--- config.mk ---
export PLATFORM = sky130hd
export DESIGN_NAME = dmuc_ctrl
export DESIGN_NICKNAME = d
export VERILOG_FILES = /design/src/hw/rtl/direct_mapped_unit_cache_assert.svh /design/src/hw/rtl/dmuc_pkg.sv /design/src/hw/rtl/dmuc_ctrl.sv
export SDC_FILE = /design/constraint.sdc
export NUM_CORES = 1
export LEC_CHECK = 0
export BUFFER_PORTS_ARGS = -buffer_cell sky130_fd_sc_hd__clkbuf_2
export CAP_MARGIN = 0
export CORE_AREA = 2 2 39 41
export CTS_CLUSTER_DIAMETER = 50
export CTS_CLUSTER_SIZE = 28
export DETAILED_ROUTE_END_ITERATION = 7
export DIE_AREA = 0 0 41 43
export GPL_TIMING_DRIVEN = 0
export HOLD_SLACK_MARGIN = 0.08
export SETUP_SLACK_MARGIN = 0.2
export SYNTH_ARGS = -nofsm -noshare
export SYNTH_HDL_FRONTEND = slang
export SYNTH_SLANG_ARGS = --single-unit
--- constraint.sdc ---
create_clock -name clk -period 3.2 [get_ports clk]
set_input_delay 0.16 -clock clk [delete_from_list [all_inputs] [get_ports clk]]
set_output_delay 0.16 -clock clk [all_outputs]
set_load 0.02 [all_outputs]
--- src/hw/rtl/direct_mapped_unit_cache_assert.svh ---
// Assertion macros used by the cache top level.
`ifndef DIRECT_MAPPED_UNIT_CACHE_ASSERT_SVH
`define DIRECT_MAPPED_UNIT_CACHE_ASSERT_SVH

// Consequent must hold in the same cycle as the antecedent.
`define DMUC_ASSERT_NOW(lbl, ante, cons) \
  lbl: assert property (@(posedge clk) disable iff (!rst_n) (ante) |-> (cons)) \
    else $error("cache assertion failed");

// Consequent must hold in the cycle after the antecedent.
`define DMUC_ASSERT_NEXT(lbl, ante, cons) \
  lbl: assert property (@(posedge clk) disable iff (!rst_n) (ante) |=> (cons)) \
    else $error("cache assertion failed");

`endif

--- src/hw/rtl/dmuc_pkg.sv ---
// Package with sizes, codes and control types of the direct-mapped unit cache.
`timescale 1ns / 1ps
package dmuc_pkg;
  localparam int LINE_UNITS = 16;
  localparam int LINE_COUNT = 16;
  localparam int UNIT_BITS = 32;
  localparam int INDEX_BITS = 24;

  localparam int WORD_BITS = $clog2(LINE_UNITS);
  localparam int SLOT_BITS = $clog2(LINE_COUNT);
  localparam int LNUM_BITS = INDEX_BITS - WORD_BITS;
  localparam int ADDR_BITS = SLOT_BITS + WORD_BITS;
  localparam int MEM_DEPTH = LINE_COUNT * LINE_UNITS;

  localparam logic [UNIT_BITS-1:0] MARKER = {(UNIT_BITS / 8){8'h0A}};

  localparam logic [1:0] OP_SET = 2'd0;
  localparam logic [1:0] OP_GET = 2'd1;
  localparam logic [1:0] OP_FILL = 2'd2;

  localparam logic [1:0] KIND_REPLY = 2'd0;
  localparam logic [1:0] KIND_WB = 2'd1;
  localparam logic [1:0] KIND_FILL = 2'd2;

  typedef struct packed {
    logic accept_req;
    logic accept_fill;
    logic rd_pend;
    logic lookup;
    logic wb_first;
    logic wb_emit;
    logic fill_req;
  } dmuc_cmd_t;

  typedef struct packed {
    logic awaiting;
    logic fill_last;
    logic hit;
    logic victim_valid;
    logic wb_last;
  } dmuc_sts_t;
endpackage

--- src/hw/rtl/dmuc_ctrl.sv ---
// Controller state machine that sequences lookups, write-backs and fills.
`timescale 1ns / 1ps
module dmuc_ctrl (
  input  logic                clk,
  input  logic                rst_n,
  input  logic                start,
  input  logic [1:0]          in_op,
  input  dmuc_pkg::dmuc_sts_t sts,
  output dmuc_pkg::dmuc_cmd_t cmd,
  output logic                busy
);
  import dmuc_pkg::*;

  typedef enum logic [2:0] {
    S_IDLE,
    S_LOOKUP,
    S_WB,
    S_FILL_REQ,
    S_FILL_DONE
  } state_t;

  state_t state_r, state_nxt;

  always_comb begin
    cmd = '0;
    state_nxt = state_r;
    unique case (state_r)
      S_IDLE: begin
        if (start) begin
          if ((in_op == OP_SET || in_op == OP_GET) && !sts.awaiting) begin
            cmd.accept_req = 1'b1;
            state_nxt = S_LOOKUP;
          end else if (in_op == OP_FILL && sts.awaiting) begin
            cmd.accept_fill = 1'b1;
            if (sts.fill_last) begin
              state_nxt = S_FILL_DONE;
            end
          end
        end
      end
      S_LOOKUP: begin
        if (sts.hit) begin
          cmd.lookup = 1'b1;
          state_nxt = S_IDLE;
        end else if (sts.victim_valid) begin
          cmd.wb_first = 1'b1;
          state_nxt = S_WB;
        end else begin
          state_nxt = S_FILL_REQ;
        end
      end
      S_WB: begin
        cmd.wb_emit = 1'b1;
        if (sts.wb_last) begin
          state_nxt = S_FILL_REQ;
        end
      end
      S_FILL_REQ: begin
        cmd.fill_req = 1'b1;
        state_nxt = S_IDLE;
      end
      S_FILL_DONE: begin
        cmd.rd_pend = 1'b1;
        state_nxt = S_LOOKUP;
      end
      default: state_nxt = S_IDLE;
    endcase
  end

  always_ff @(posedge clk) begin
    if (!rst_n) begin
      state_r <= S_IDLE;
    end else begin
      state_r <= state_nxt;
    end
  end

  assign busy = (state_r != S_IDLE);
endmodule

Word-level counts from Yosys, hierarchy flattened
Cells that the tools add are included.

word-level totals
  input port bits = 10
  output and inout bits = 8
  bits in registers = 3
  word-level logic and storage cells = 39

operators by class
  muxes and demuxes = 20
  reductions and logical operators = 8
  eq/ne operators = 10

operators by type and width
  kind                count
  $mux 3              6
  $pmux 3 s4          1
  $mux 1              10
  $eq 3x2->1 const B  2
  $mux 2              3
  $ne 3x3->1 const B  2
  $ne 2x2->1 const B  2
  $reduce_and 4->1    1
  $eq 3x1->1 const B  1
  $eq 3x3->1 const B  1
  $logic_not 3->1     1
  $reduce_bool 3->1   1
  $eq 2x1->1 const B  1
  $eq 2x2->1 const B  1
  $logic_and 1x1->1   2
  $logic_not 2->1     1
  $logic_not 1->1     1
  $logic_or 1x1->1    1

Depth between registers and ports, before layout
Gate-level depths: netlist of run 1.

  depth in word-level cells = 6
  gate-level depth with buffers = 4
  mapped depth without buffers = 3

Worst setup path after synthesis of run 1
OpenSTA, ideal clock, no wires.

  path type = register -> output
  start point = register state_r[2]
  end point = output cmd[5] (netlist name)
  setup slack = 1845 ps
  data arrival time = 1195 ps
  data required time = 3040 ps
  stages on the path, launching flop included = 5
  path buffers = 1
  cells stage by stage = dfxtp_1 -> buf_6 -> nor3_4 -> nand2_1 -> nor3_1

RTL lines
  element                 RTL line         source
  from (decl)             dmuc_ctrl.sv:22  state_t state_r, state_nxt;
  from (signal assigned)  dmuc_ctrl.sv:74  state_r <= state_nxt;
  to (decl)               dmuc_ctrl.sv:9   output dmuc_pkg::dmuc_cmd_t cmd,

==> impl_results.md, run 1 <==
* IO buf count at 17
* Seq/Total Area, Yosys at 20.7%
* Hold Buf Count CTS at 0
* Xor and xnor area share after synthesis at 0%
* # H-tree levels at 1
* Fin crit period at 1490 ps
* Clk root buf: clkbuf_4
* Mux cell area share after synthesis at 8.62%
* Vias post-DR at 295
* Total leakage power at 0.197 nW
* # DRC at 0
* Total gr overflow at 0
* Worst slack at placement at 1930 ps
* Row count at 14
* Reg with most FFs: state_r
* Startpoint type of the worst setup path: flop
* Reg-to-reg slack, setup at 2040 ps
* Crit path DAT at 1330 ps
* Die Wd at 41 µm
* Crit path kind: reg2out
* Status: finished clean
* Nets at 61
* Detailed Routing Iterations Pass 1 at 3
* Detail Placement HPWL at 473 µm
* I/O pins at 18
* Initial core utilization at 21.0%
* Num CTS Buffers at 3
* Number of nets with antenna violations after routing at 0
* Critical path's top delay family: simple AND/OR/NAND/NOR gates
* Ys Warns at 0
* Hold path cells at 3
* Hold Slack at 179 ps
* Gr usage total at 8.64%
* Final hold viol count at 0
* Post-synth cell types at 19
* Worst-margin pin slew at 206 ps
* Crit path capture type: output pin
* N_diodes at 0
* R2r startpoint: state_r[1]
* Pwr Density at 332 mW/mm²
* Die Footprint at 0.00176 mm²
* Fraction of layout cells with a size suffix above 1 at 60.0%
* Die height at 43 µm
* Starting DRC count in detailed routing at 2
* Vias per std cell at 4.47
* First-pass GRT wire length at 986 µm
* RSZ-0062 raised after global routing: no
* Crit-path cells: buf_6, nor3_4, nand2_1, nor3_1, clkbuf_2
* Worst min-delay path category: in2reg
* Reg clk slew, reported paths at 40 ps
* Routed WL at 597 µm
* Util after Layout at 30.5%
* Gpl congestion at 0.703
* Max cap viols at 0
* Peak supply drop at 0.000108 V
* Main combinational cell family by area after synthesis: simple AND/OR/NAND/NOR gates
* Antenna violations before repair at 0
* Setup TNS Final at 0 ps
* Slowest CP cell: dfxtp_1
* Bufs and invs on worst path at 2
* Crit path required time at 3040 ps
* Regs by FF count: state_r x3
* Clock latency on the worst-skew pair at 240 ps
* Max FO, Critical Path at 10
* Reg-to-Reg End: state_r[2]
* Hold EP: state_r[2]
* Hold Startpoint: sts[3]
* Pin count of the biggest net entering global routing at 11
* Area growth syn-to-layout at 45.3%
* Core Box Area at 0.00138 mm²
* Clock Skews at 2.27 ps
* Final Setup Violations at 0
* Post-synthesis compound-gate area fraction at 13.4%
* CTS tree: done
* Synth Instances at 29
* Depth of the most critical reg-to-reg path at 4
* Netlist Area Pre-Place at 290 µm²
* Max reg flops at 3
* Final worst setup slack at 1710 ps
* # Post-CTS Setup Buffers at 0
* Syn avg cell area at 10.0 µm²
* Post-cts resize count at 0
* Clock Tree Buf Depth at 2
* Post-route clock period utilization at 46.6%
* Simple-gate share of the synthesized area at 44.4%
* Post-Synth Adder-Cell Area at 0%
* CP peak stage delay at 310 ps
* Synth Register Bits at 3
* Vias in the first global route at 252
* FILL cells at 161
* Slew HR at 86.2%
* Slew Viols, Final at 0
* WL per Instance at 9.05 µm
* F_max at 671 MHz
* Synthesized Nets at 39
* Clock Sinks at 3
[final cells by class]
class	count	area, µm²	area share [%]
multi-input combinational	22	193	45.7
tap	16	20.0	4.75
timing repair buffer	17	85.1	20.2
inverter	1	3.75	0.890
buffer	3	33.8	8.01
sequential	3	60.1	14.2
clock buffer	4	26.3	6.23
[metal layers]
layer  track usage, %  up-vias  routed length, µm
met5                0        -                  0
met4             8.00        0                 15
met3             3.66        2                 37
met2             12.5        7                316
met1             8.71      135                227
li1                 -      151                  -
[cells in the mapped netlist]
cell	instances	area share, %
inv_2	1	1.3
o31ai_4	1	7.3
a21oi_1	2	3.4
nor3b_1	3	7.8
and4b_1	1	3.4
dfxtp_1	3	21
nor4_2	1	4.3
mux2i_1	1	3.4
o31ai_1	1	2.6
nand4bb_1	1	3.9
nor3_1	2	3.4
nand2_1	2	2.6
and3b_2	1	3.4
nand4b_1	1	3.0
mux2_4	1	5.2
nor2_1	2	2.6
and4bb_2	1	4.3
buf_6	3	12
nor3_4	1	5.6
[where the power goes]
group          total [W]  internal, W  switching [W]
clock network  0.0000679    0.0000468      0.0000211
registers      0.0000392    0.0000387    0.000000461
logic          0.0000327    0.0000154      0.0000173
[worst reg2reg max path, delay by kind of cell, from the launching register on]
kind / cells / cell delay, ps
AOI/OAI and AO/OA: 1 / 200
buffers and inverters: 1 / 140
DFF: 1 / 310
muxes: 1 / 320
and+or+nand+nor: 1 / 70
[cells by family after synthesis]
logic type / after synthesis
simple gates: 16
compound gates: 4
buf+inv: 4
flops: 3
mux: 2
[per-stage QoR]
step / total power (W) / instances / instance area (µm²)
floorplan: 0.0000611 / 29 / 290
global placement: 0.0000725 / 62 / 395
detailed placement: 0.0000728 / 62 / 395
CTS: 0.000143 / 66 / 422
global route: 0.000149 / 66 / 422
finish: 0.000140 / 66 / 422
[worst max path at each step]
stage               startpoint  endpoint  slack [ps]  cells after the start
finish              state_r[2]    cmd[5]        1710                      5
global route        state_r[2]    cmd[5]        1610                      5
CTS                 state_r[2]    cmd[5]        1680                      5
detailed placement  state_r[2]    cmd[5]        1930                      5
global placement    state_r[2]    cmd[5]        1940                      5
floorplan           state_r[2]    cmd[5]        1850                      4
[cells in the final DEF, fill, tap and decap left out]
cell / count
buf_6: 3
nor3b_1: 3
clkbuf_1: 1
o31ai_1: 1
nor3_4: 1
dfxtp_1: 3
and4b_1: 1
and4bb_2: 1
nor3_1: 2
a21oi_1: 2
inv_2: 1
nor2_1: 2
nor4_2: 1
nand4b_1: 1
mux2_4: 1
o31ai_4: 1
nand4bb_1: 1
mux2i_1: 1
nand2_1: 2
clkbuf_2: 17
and3b_2: 1
clkbuf_4: 3
Power figures use the tool's default switching activity.
==> run 2, diff against run 1 <==
--- a/config.mk
+++ b/config.mk
@@ -5,6 +5,7 @@
 export SDC_FILE = /design/constraint.sdc
 export NUM_CORES = 1
 export LEC_CHECK = 0
+export ABC_AREA = 1
 export BUFFER_PORTS_ARGS = -buffer_cell sky130_fd_sc_hd__clkbuf_2
 export CAP_MARGIN = 0
 export CORE_AREA = 2 2 39 41
==> constraint.sdc (replaced) <==
create_clock -name clk -period 1.4 [get_ports clk]
set_input_delay 0.07 -clock clk [delete_from_list [all_inputs] [get_ports clk]]
set_output_delay 0.07 -clock clk [all_outputs]
set_load 0.02 [all_outputs]
==> impl_results.md, run 2 <==
* Status: finished clean
* WL per Instance at 7.67 µm
* Reg clk slew, reported paths at 40 ps
* CTS tree: done
* Commonest non-fill, non-tap cells in the layout: clkbuf_2 (12), inv_1 (8), nor2_1 (8)
* RSZ-0062 raised after global routing: yes
* Gr usage total at 9.12%
* Crit path kind: reg2out
* Total gr overflow at 0
* Post-route clock period utilization at 84.1%
* Die Footprint at 0.00176 mm²
* Ranking of synthesized cells by area: dfxtp_1 (22%), nand3_1 (15%), inv_1 (13%)
* Clock Sinks at 3
* Pwr Density at 715 mW/mm²
* Worst min-delay path category: in2reg
* Worst setup startpoint: state_r[0]
* Max reg flops at 3
* Final Setup Violations at 0
* Slew Viols, Final at 0
* I/O pins at 18
* Post-synth EDFFs at 0
* Post-Synth Adder-Cell Area at 0%
* Die Wd at 41 µm
* Worst-margin pin slew at 198 ps
* Clk root buf: clkbuf_4
* Core Box Area at 0.00138 mm²
* Routed WL at 683 µm
* Synth Instances at 49
* Vias in the first global route at 312
* Xor and xnor area share after synthesis at 0%
* Row count at 14
* Max cap viols at 0
* Synthesized Nets at 59
* Clock latency on the worst-skew pair at 230 ps
* F_max at 849 MHz
* Simple-gate share of the synthesized area at 58.8%
* CP endpoint: cmd[3]
* Worst slack at placement at 324 ps
* Most numerous cell in the Yosys netlist: inv_1
* Reg with most FFs: state_r
* Crit path required time at 1330 ps
* Crit path capture type: output pin
* Nets at 84
* Initial core utilization at 19.5%
* Fin crit period at 1180 ps
* Regs by FF count: state_r x3
* Crit path DAT at 1110 ps
* Antenna violations before repair at 0
* Post-synthesis compound-gate area fraction at 3.70%
* Synth area leader: dfxtp_1
* Max FO, Critical Path at 6
* Async SR Flop Fraction at 0%
* Setup TNS Final at 0 ps
* Clock Skews at 0.0655 ps
* Number of nets with antenna violations after routing at 0
* Final worst setup slack at 222 ps
* Vias per std cell at 4.21
* Seq/Total Area, Yosys at 22.2%
* Final hold viol count at 0
* R2r startpoint: state_r[1]
* Vias post-DR at 375
* Top cells by count, synth: inv_1 (9), nand3_1 (8), nor2_1 (8), nand2_1 (7)
* Gpl congestion at 0.689
* First-pass GRT wire length at 1130 µm
* # H-tree levels at 1
* Startpoint type of the worst setup path: flop
* Num CTS Buffers at 3
* Fraction of layout cells with a size suffix above 1 at 49.3%
* Detailed Routing Iterations Pass 1 at 3
* Synth top area share at 22.2%
* FILL cells at 154
* Ys Warns at 0
* Syn avg cell area at 5.52 µm²
* Starting DRC count in detailed routing at 2
* Main combinational cell family by area after synthesis: simple AND/OR/NAND/NOR gates
* Die height at 43 µm
* Depth of the most critical reg-to-reg path at 8
* Pin count of the biggest net entering global routing at 8
* Clock Tree Buf Depth at 2
* Detail Placement HPWL at 531 µm
* Synth Register Bits at 3
* # DRC at 0
* Reg-to-reg slack, setup at 290 ps
* Reg-to-Reg End: state_r[0]
* Peak supply drop at 0.000350 V
* Netlist Area Pre-Place at 270 µm²
* Top FF cell, synth: dfxtp_1
* Area growth syn-to-layout at 76.4%
* N_diodes at 0
* Commonest non-fill, non-tap cell in the layout: clkbuf_2
* Total leakage power at 0.252 nW
* Slew HR at 86.7%
* IO buf count at 17
* Mux cell area share after synthesis at 0%
* Post-synth cell types at 13
[run 2: what timing repair did]
action	in CTS	in global routing
hold buffers	1	0
resized for setup	10	12
buffers inserted	1	1
hold endpoints to repair	2	0
endpoints found under the setup margin	6	6
pin swaps	1	2
[run 2: how the worst min path moves through the flow]
| stage | startpoint | depth (start not counted) | slack (ps) | end |
|---|---|---|---|---|
| floorplan | rst_n | 2 | 220 | state_r[0] |
| global placement | rst_n | 3 | 330 | state_r[0] |
| detailed placement | rst_n | 3 | 330 | state_r[0] |
| CTS | sts[2] | 4 | 120 | state_r[1] |
| global route | sts[2] | 4 | 150 | state_r[1] |
| finish | sts[2] | 4 | 130 | state_r[1] |
[run 2: layout make-up]
cell class	instances	area, µm²	area share (%)
Inverter	11	43.8	9.19
Sequential cell	3	68.8	14.4
Clock buffer	4	26.3	5.51
Timing Repair Buffer	20	123	25.7
Multi-Input combinational cell	35	195	40.9
Tap cell	16	20.0	4.20
[run 2: logic make-up (layout without fill, tap and decap cells)]
kind of cell,after synthesis,count (layout)
AOI/OAI and AO/OA,2,2
DFF,3,3
and+or+nand+nor,33,33
buffers and inverters,11,35
[run 2: critical path: stages, from the launching register on]
cell and delay [ps]:
dfxtp_4 400, inv_4 50, nor3_4 110, inv_1 70, nor2_1 100, buf_4 140
[run 2: metal layers]
metal | track usage [%] | vias to the layer above | part of all wire, %
li1 | - | 201 | -
met1 | 10.9 | 160 | 47
met2 | 14.1 | 14 | 45
met3 | 4.71 | 0 | 7.0
met4 | 2.00 | 0 | 0
met5 | 0 | - | 0
[run 2: report_power, final]
part | internal [W] | switching [W] | total (W) | leakage (nW)
sequential | 0.0000871 | 0.00000776 | 0.0000948 | 0.0263
combinational | 0.0000408 | 0.0000524 | 0.0000932 | 0.211
clock | 0.000107 | 0.0000458 | 0.000153 | 0.0150
[run 2: metrics by stage]
stage / instance area, µm² / hold slack, ps / util (%) / power, W / cells
final: 477 / 130 / 34.4 / 0.000341 / 89
after global routing: 477 / 154 / 34.4 / 0.000376 / 89
after CTS: 444 / 123 / 32.1 / 0.000342 / 88
after detailed placement: 375 / 328 / 27.1 / 0.000176 / 82
after global placement: 375 / 326 / 27.1 / 0.000175 / 82
after floorplan: 270 / 221 / - / 0.000148 / 49
==> run 3, diff against run 2 <==
==> constraint.sdc (replaced) <==
create_clock -name clk -period 1.1 [get_ports clk]
set_input_delay 0.055 -clock clk [delete_from_list [all_inputs] [get_ports clk]]
set_output_delay 0.055 -clock clk [all_outputs]
set_load 0.02 [all_outputs]
==> impl_results.md, run 3 (synthesized netlist as in run 2, its figures left out) <==
* # H-tree levels at 1
* Failing checks: negative setup slack
* Clock latency on the worst-skew pair at 230 ps
* Clock Sinks at 3
* Regs by FF count: state_r x3
* Die height at 43 µm
* Max cap viols at 0
* Fin crit period at 1170 ps
* Startpoint type of the worst setup path: flop
* Commonest non-fill, non-tap cell in the layout: clkbuf_2
* Final hold viol count at 0
* Detailed Routing Iterations Pass 1 at 4
* Clk root buf: clkbuf_4
* # DRC at 0
* Clock Tree Buf Depth at 2
* Area growth syn-to-layout at 125%
* Peak supply drop at 0.000439 V
* Reg clk slew, reported paths at 40 ps
* Util after Layout at 43.9%
* RSZ-0062 raised after global routing: yes
* Pin count of the biggest net entering global routing at 8
* Total Power at 0.000482 W
* Placed cell area at 428 µm²
* Crit path capture type: output pin
* Commonest non-fill, non-tap cells in the layout: clkbuf_2 (9), inv_1 (6), nand2_1 (6)
* Max reg flops at 3
* P_sw at 0.000153 W
* Crit-path cells: nor2_4, nand3_2, nor2_2, buf_6
* Initial core utilization at 19.5%
* Gpl congestion at 0.731
* Starting DRC count in detailed routing at 2
* Clock power share at 39.1%
* First-pass GRT wire length at 1350 µm
* CTS tree: done
* Max FO, Critical Path at 7
* Antenna violations before repair at 0
* Final Setup Violations at 8
* Sequential share of power at 25.0%
* Combinational Power Share at 35.9%
* Worst min-delay path category: in2reg
* Status: finished, violations left
* Post-route clock period utilization at 107%
* Routed WL at 752 µm
* Gr usage total at 11.0%
* Crit path DAT at 1120 ps
* Row count at 14
* Core Box Area at 0.00138 mm²
* Slew Viols, Final at 0
* Number of nets with antenna violations after routing at 0
* Crit path kind: reg2out
* Die Footprint at 0.00176 mm²
* Crit path required time at 1040 ps
* N_diodes at 0
* Nets at 87
* Net Sw Frac at 31.7%
* Vias post-DR at 385
* Vias in the first global route at 367
* FILL cells at 142
* Internal Power at 0.000329 W
* F_max at 852 MHz
* Cell area after layout at 607 µm²
* WL per Instance at 8.17 µm
* Detail Placement HPWL at 552 µm
* I/O pins at 18
* Slew HR at 80.2%
* Vias per std cell at 4.18
* Total leakage power at 0.284 nW
* FF+latch area at 68.8 µm²
* Reg with most FFs: state_r
* Fraction of layout cells with a size suffix above 1 at 65.8%
* Final worst setup slack at -74.2 ps
* Total gr overflow at 0
* Worst-margin pin slew at 295 ps
* Clock Skews at 3.37 ps
* IO buf count at 17
* Pwr Density at 794 mW/mm²
* Die Wd at 41 µm
* CP peak stage delay at 370 ps
* Slowest CP cell: dfxtp_4
* Num CTS Buffers at 3
* Area of the multi-input gates at 250 µm²
run 3: cell type report:
cell class              count  share of cell area, %
multi-input cells          35                   41.2
repair buffers             23                   32.2
flip-flops and latches      3                   11.3
inverters                  11                   7.63
clock buffers               4                   4.33
well taps                  16                   3.30
run 3: what timing repair did:
item | CTS | global route
buffers inserted | 4 | 1
pin swaps | 6 | 7
endpoints found under the hold margin | 3 | 0
resized for setup | 21 | 15
hold buffers | 1 | 0
setup endpoints to repair | 11 | 11
run 3: path summary, 6_finish.rpt:
| kind | startpoint | to | slack [ps] | cells past startpoint |
|---|---|---|---|---|
| worst max register to register | state_r[1] | state_r[2] | -10 | 7 |
| worst min-delay path | sts[2] | state_r[1] | 180 | 4 |
| worst min register to register | state_r[0] | state_r[1] | 620 | 4 |
| worst max-delay path | state_r[1] | cmd[6] | -70 | 4 |
run 3: stage by stage:
stage / worst slack (ps) / TNS, ps / hold WS [ps] / cells
3_5_place_dp: 58.6 / 0 / 304 / 82
2_1_floorplan: 125 / 0 / 196 / 49
5_1_grt: -133 / -870 / 198 / 92
4_1_cts: -115 / -554 / 158 / 91
6_report: -74.2 / -354 / 179 / 92
3_3_place_gp: 72.9 / 0 / 308 / 82
run 3: power by group through the flow:
stage,registers [W],clock network [W],logic (W)
2_1_floorplan,0.000121,0,0.0000837
3_3_place_gp,0.000122,0,0.000118
3_5_place_dp,0.000122,0,0.000120
4_1_cts,0.000120,0.000202,0.000152
5_1_grt,0.000121,0.000215,0.000191
6_report,0.000121,0.000188,0.000173
run 3: layer usage:
| layer | vias up | GRT usage [%] | part of all wire (%) |
|---|---|---|---|
| met5 | - | 0 | 0 |
| li1 | 210 | - | - |
| met1 | 161 | 13.4 | 43 |
| met4 | 0 | 6.00 | 0 |
| met3 | 0 | 3.14 | 6.8 |
| met2 | 14 | 16.6 | 50 |
run 3: worst max-delay path, delay by kind of cell, from the launching register on:
kind | cells | cell delay (ps)
AND/OR/NAND/NOR | 3 | 390
flip-flops | 1 | 370
buffers and inverters | 1 | 120
